`src/hdl/tmb_pkg.sv`:
```
package tmb_pkg;

  localparam int unsigned InstW   = 8;
  localparam int unsigned DayW    = 27;
  localparam int unsigned MinuteW = 11;
  localparam int unsigned PriceW  = 48;
  localparam int unsigned VolW    = 48;
  localparam int unsigned TurnW   = 56;
  localparam int unsigned OiW     = 40;

  localparam int unsigned TickW     = InstW + DayW + MinuteW + PriceW + VolW + TurnW + OiW;
  localparam int unsigned TickDataW = ((TickW + 7) / 8) * 8;
  localparam int unsigned BarW      = InstW + DayW + MinuteW + 4 * PriceW + VolW + TurnW + OiW;
  localparam int unsigned BarDataW  = ((BarW + 7) / 8) * 8;

  localparam logic [VolW-1:0] VolMax = {VolW{1'b1}};

  // Members are listed from the highest bit down, so the last member listed lands lowest.
  typedef struct packed {
    logic        [OiW-1:0]     interest;
    logic        [TurnW-1:0]   turnover;
    logic        [VolW-1:0]    run_volume;
    logic signed [PriceW-1:0]  price;
    logic        [MinuteW-1:0] minute_of_day;
    logic        [DayW-1:0]    tick_day;
    logic        [InstW-1:0]   instrument;
  } tick_t;

  typedef struct packed {
    logic        [OiW-1:0]     bar_interest;
    logic        [TurnW-1:0]   bar_turnover;
    logic        [VolW-1:0]    bar_volume;
    logic signed [PriceW-1:0]  close_price;
    logic signed [PriceW-1:0]  low_price;
    logic signed [PriceW-1:0]  high_price;
    logic signed [PriceW-1:0]  open_price;
    logic        [MinuteW-1:0] bar_minute;
    logic        [DayW-1:0]    bar_day;
    logic        [InstW-1:0]   bar_instrument;
  } bar_t;

  // One instrument's open bar as it sits in the bar memory.
  typedef struct packed {
    logic        [DayW-1:0]    open_day;
    logic        [MinuteW-1:0] open_minute;
    logic signed [PriceW-1:0]  open_value;
    logic signed [PriceW-1:0]  high_value;
    logic signed [PriceW-1:0]  low_value;
    logic signed [PriceW-1:0]  close_value;
    logic        [VolW-1:0]    volume_sum;
    logic        [TurnW-1:0]   turnover_value;
    logic        [OiW-1:0]     interest_value;
    logic        [VolW-1:0]    previous_cumulative;
  } entry_t;

  typedef struct packed {
    logic closes;
    logic opens;
  } upd_status_t;

  typedef enum logic {
    ST_IDLE,
    ST_UPDATE
  } state_e;

endpackage

```
`src/hdl/tmb_bar_update.sv`:
```
module tmb_bar_update (
  input  tmb_pkg::tick_t       tick_i,
  input  tmb_pkg::entry_t      entry_i,
  input  logic                 entry_valid_i,
  output tmb_pkg::entry_t      entry_o,
  output tmb_pkg::bar_t        bar_o,
  output tmb_pkg::upd_status_t status_o
);
  import tmb_pkg::*;

  entry_t          fresh;
  entry_t          merged;
  logic            key_differs;
  logic [VolW-1:0] delta;
  logic [VolW:0]   sum;

  assign key_differs = (entry_i.open_day != tick_i.tick_day) ||
                       (entry_i.open_minute != tick_i.minute_of_day);

  assign status_o.opens  = !entry_valid_i || key_differs;
  assign status_o.closes = entry_valid_i && key_differs;

  always_comb begin
    fresh.open_day            = tick_i.tick_day;
    fresh.open_minute         = tick_i.minute_of_day;
    fresh.open_value          = tick_i.price;
    fresh.high_value          = tick_i.price;
    fresh.low_value           = tick_i.price;
    fresh.close_value         = tick_i.price;
    fresh.volume_sum          = '0;
    fresh.turnover_value      = tick_i.turnover;
    fresh.interest_value      = tick_i.interest;
    fresh.previous_cumulative = tick_i.run_volume;
  end

  // A carry out of the sum means the delta did not fit in the remaining room.
  assign delta = tick_i.run_volume - entry_i.previous_cumulative;
  assign sum   = {1'b0, entry_i.volume_sum} + {1'b0, delta};

  always_comb begin
    merged             = entry_i;
    merged.close_value = tick_i.price;
    if (tick_i.price > entry_i.high_value) begin
      merged.high_value = tick_i.price;
    end
    if (tick_i.price < entry_i.low_value) begin
      merged.low_value = tick_i.price;
    end
    merged.turnover_value      = tick_i.turnover;
    merged.interest_value      = tick_i.interest;
    merged.previous_cumulative = tick_i.run_volume;
    if (tick_i.run_volume >= entry_i.previous_cumulative) begin
      merged.volume_sum = sum[VolW] ? VolMax : sum[VolW-1:0];
    end
  end

  assign entry_o = status_o.opens ? fresh : merged;

  always_comb begin
    bar_o.bar_instrument = tick_i.instrument;
    bar_o.bar_day        = entry_i.open_day;
    bar_o.bar_minute     = entry_i.open_minute;
    bar_o.open_price     = entry_i.open_value;
    bar_o.high_price     = entry_i.high_value;
    bar_o.low_price      = entry_i.low_value;
    bar_o.close_price    = entry_i.close_value;
    bar_o.bar_volume     = entry_i.volume_sum;
    bar_o.bar_turnover   = entry_i.turnover_value;
    bar_o.bar_interest   = entry_i.interest_value;
  end

endmodule
```
`config.mk`:
```
export PLATFORM = sky130hd
export DESIGN_NAME = tmb_bar_update
export DESIGN_NICKNAME = d
export VERILOG_FILES = /design/src/hdl/tmb_pkg.sv /design/src/hdl/tmb_bar_update.sv
export SDC_FILE = /design/constraint.sdc
export NUM_CORES = 1
export LEC_CHECK = 0
export BUFFER_PORTS_ARGS = -buffer_cell sky130_fd_sc_hd__buf_4
export CAP_MARGIN = 5
export CORE_AREA = 2 2 566 568
export DETAILED_ROUTE_END_ITERATION = 8
export DIE_AREA = 0 0 568 570
export PLACE_DENSITY_LB_ADDON = 0.25
export RECOVER_POWER = 50
export SLEW_MARGIN = 20
export SYNTH_ARGS = -nofsm -noshare
export SYNTH_HDL_FRONTEND = slang
export SYNTH_SLANG_ARGS = --single-unit
```
`constraint.sdc`:
```
create_clock -name vclk -period 6.8
set_clock_uncertainty 0.2 [all_clocks]
set_input_delay 0.68 -clock vclk [all_inputs]
set_output_delay 0.68 -clock vclk [all_outputs]
set_load 0.01 [all_outputs]
```
==> impl_metrics.json <==
{
  "synthCells": 2543,
  "endpoint_kind": "output port",
  "synth_compound_area_share_pct": 25.1,
  "arrival_ns": 5.81,
  "drt_first_pass_iters": 5,
  "grt_pass1_wl_mm": 230,
  "min_path_type": "in2out",
  "port-buffer-count": 971,
  "peakVddDrop_mv": 0.0655,
  "grt_max_degree": 78,
  "routed_wirelength_mm": 188,
  "hold_viol": 0,
  "drt_iter0_drc": 1369,
  "ios": 1467,
  "mostFrequentLayoutCells": "981 x buf_4, 200 x nand2_1, 194 x ha_1",
  "crit_required_ns": 5.92,
  "synth_cell_types": 73,
  "core_mm2": 0.317,
  "timing.fmax_mhz": 150,
  "hold_depth": 0,
  "die-width_um": 568,
  "row_count": 207,
  "synthTopCellsByArea": "buf_4 25%, ha_1 14%, nand3_1 4.7%",
  "synth_seq_area_share_pct": 0,
  "worstSetupPathType": "in2out",
  "final_common_cell": "buf_4",
  "synth_top_family_by_area": "buffers and inverters",
  "gr-total-overflow": 0,
  "gp_congestion": 0.933,
  "setup_viol": 0,
  "synth_simple_gate_area_share_pct": 18.2,
  "fin_ws_ns": 0.114,
  "synthAdderAreaFrac_pct": 14.4,
  "synth_mux_area_share_pct": 3.24,
  "hpwlAfterDp_mm": 173,
  "finalCritPeriodShare_pct": 98.3,
  "drcViolationCount": 0,
  "total_power_mw": 2.95,
  "worst_pin_slew_ns": 0.797,
  "final_nets": 3807,
  "seq_cells": 0,
  "yosysWarnings": 0,
  "powerDensity_mw_per_mm2": 113,
  "start_util_pct": 5.47,
  "cap_viol_max_count": 0,
  "slew_violations": 0,
  "grt_pass1_vias": 20666,
  "relSlewSlack_pct": 45.5,
  "avgSynthCellArea_um2": 6.83,
  "track_usage_pct": 10.9,
  "wl_per_cell_um": 26.3,
  "vias": 20673,
  "antenna_found_initial": 56,
  "synth_top_area_share_pct": 25.0,
  "regArea_um2": 0,
  "vias_per_cell": 2.90,
  "design_area_mm2": 0.0260,
  "hold_ws_ns": 1.16,
  "rsz0062_at_grt": "no",
  "critPathLaunchType": "input pin",
  "pre_cts_slack_ns": -0.232,
  "p_leak_nw": 10.9,
  "synthXorXnorAreaFrac_pct": 6.36,
  "dieArea_mm2": 0.324,
  "postLayoutCoreUtil_pct": 8.21,
  "yosys.area.top_type": "buf_4",
  "final_antenna_net_count": 0,
  "placed_cell_area_mm2": 0.0263,
  "syn_nets": 3403,
  "syn2layout_area_growth_pct": 50.0,
  "period_needed_ns": 6.69,
  "clkbuf_count": 0,
  "drive_above_1_share_pct": 39.5,
  "run_status": "completed",
  "fp.dieH_um": 570,
  "cp_max_fo": 4,
  "synth.cell_area_mm2": 0.0174
}
## power by group
part / leakage [nW] / total [mW] / switching [mW] / internal (mW)
clock network: 0.0000855 / 0.000000124 / 0 / 0.000000123
logic: 10.9 / 2.95 / 1.77 / 1.17
registers: 0 / 0 / 0 / 0
## stage by stage
stage | TNS, ns | cells
finish | 0 | 7138
global route | 0 | 7129
CTS | -0.00240 | 7120
detailed placement | -6.58 | 7119
global placement | -10.13 | 7119
floorplan | 0 | 2543
## path summary, 6_finish.rpt
path	start	endpoint	slack, ns
setup / recovery	entry_i[3]	entry_o[191]	0.11
hold / removal	entry_i[234]	bar_o[232]	1.16
## what timing repair did
action	4_1_cts	5_1_grt
hold buffers	0	0
pin swaps	1	9
setup endpoints to repair	47	48
buffers inserted	1	2
gates resized for setup	14	35
gates cloned	0	3
## Yosys cell counts (5+ instances only)
master     count
buf_2          8
inv_1        170
nor2b_1       13
nand2_1      200
a21oi_1      134
nor4_1        12
nand3_1      164
buf_4        577
a31oi_1       55
a211oi_2       5
o41ai_1       49
o21a_1        22
o22ai_2       30
nor3_1        20
o21ai_0       74
mux2_2        49
clkbuf_1     146
ha_1         197
and4_1         6
nor2_2        30
buf_1          6
nand4_1       94
o211ai_1       6
nand2b_1       9
and2_1         6
a211oi_1       7
o22a_1        46
xnor2_1       53
a2111oi_0      5
a311oi_1       6
xor2_1        73
o21bai_1      17
a21o_1        95
a41oi_1        5
nor2_1        73
or3_1          5
o22ai_1        5
a221oi_1       7
## critical path: stages
cell       delay (ns)
buf_4            0.11
inv_1            0.08
ha_1             0.28
a21o_1           0.17
a21o_1           0.22
buf_4            0.15
nor4_2           0.28
o21ai_0          0.15
buf_4            0.18
nand2_1          0.12
buf_4            0.14
o21ai_0          0.13
a31oi_1          0.25
xnor2_1          0.10
ha_1             0.20
a2111oi_0        0.31
o21ai_0          0.21
a21boi_0         0.22
buf_4            0.14
o21a_1           0.19
o21a_1           0.21
a21oi_1          0.10
nor2_2           0.19
a31o_2           0.19
xor2_1           0.30
a21oi_1          0.16
buf_4            0.15
buf_4            0.17
## routing by layer
layer  vias to the layer above  part of all wire, %  GRT usage, %
met5                         -                0.048             0
met4                        12                  4.8          4.09
met3                       252                   13          5.32
met2                      1341                   46          18.5
met1                      9828                   36          11.6
li1                       9240                    -             -
## cell type report
class	instances	area (um2)
repair buffers	1145	8160
multi-input cells	1629	12000
inverters	171	654
fillers	37519	291000
diodes	13	32.5
well taps	4180	5230
## cell families (layout without fill, tap and decap cells)
logic type | after synthesis | after routing
fa+ha+maj | 199 | 199
mux | 50 | 50
other cells | 0 | 13
simple gates | 645 | 645
xor+xnor | 126 | 126
buf+inv | 914 | 1316
compound gates | 609 | 609
Note: power is estimated with default switching activity, not from simulation.
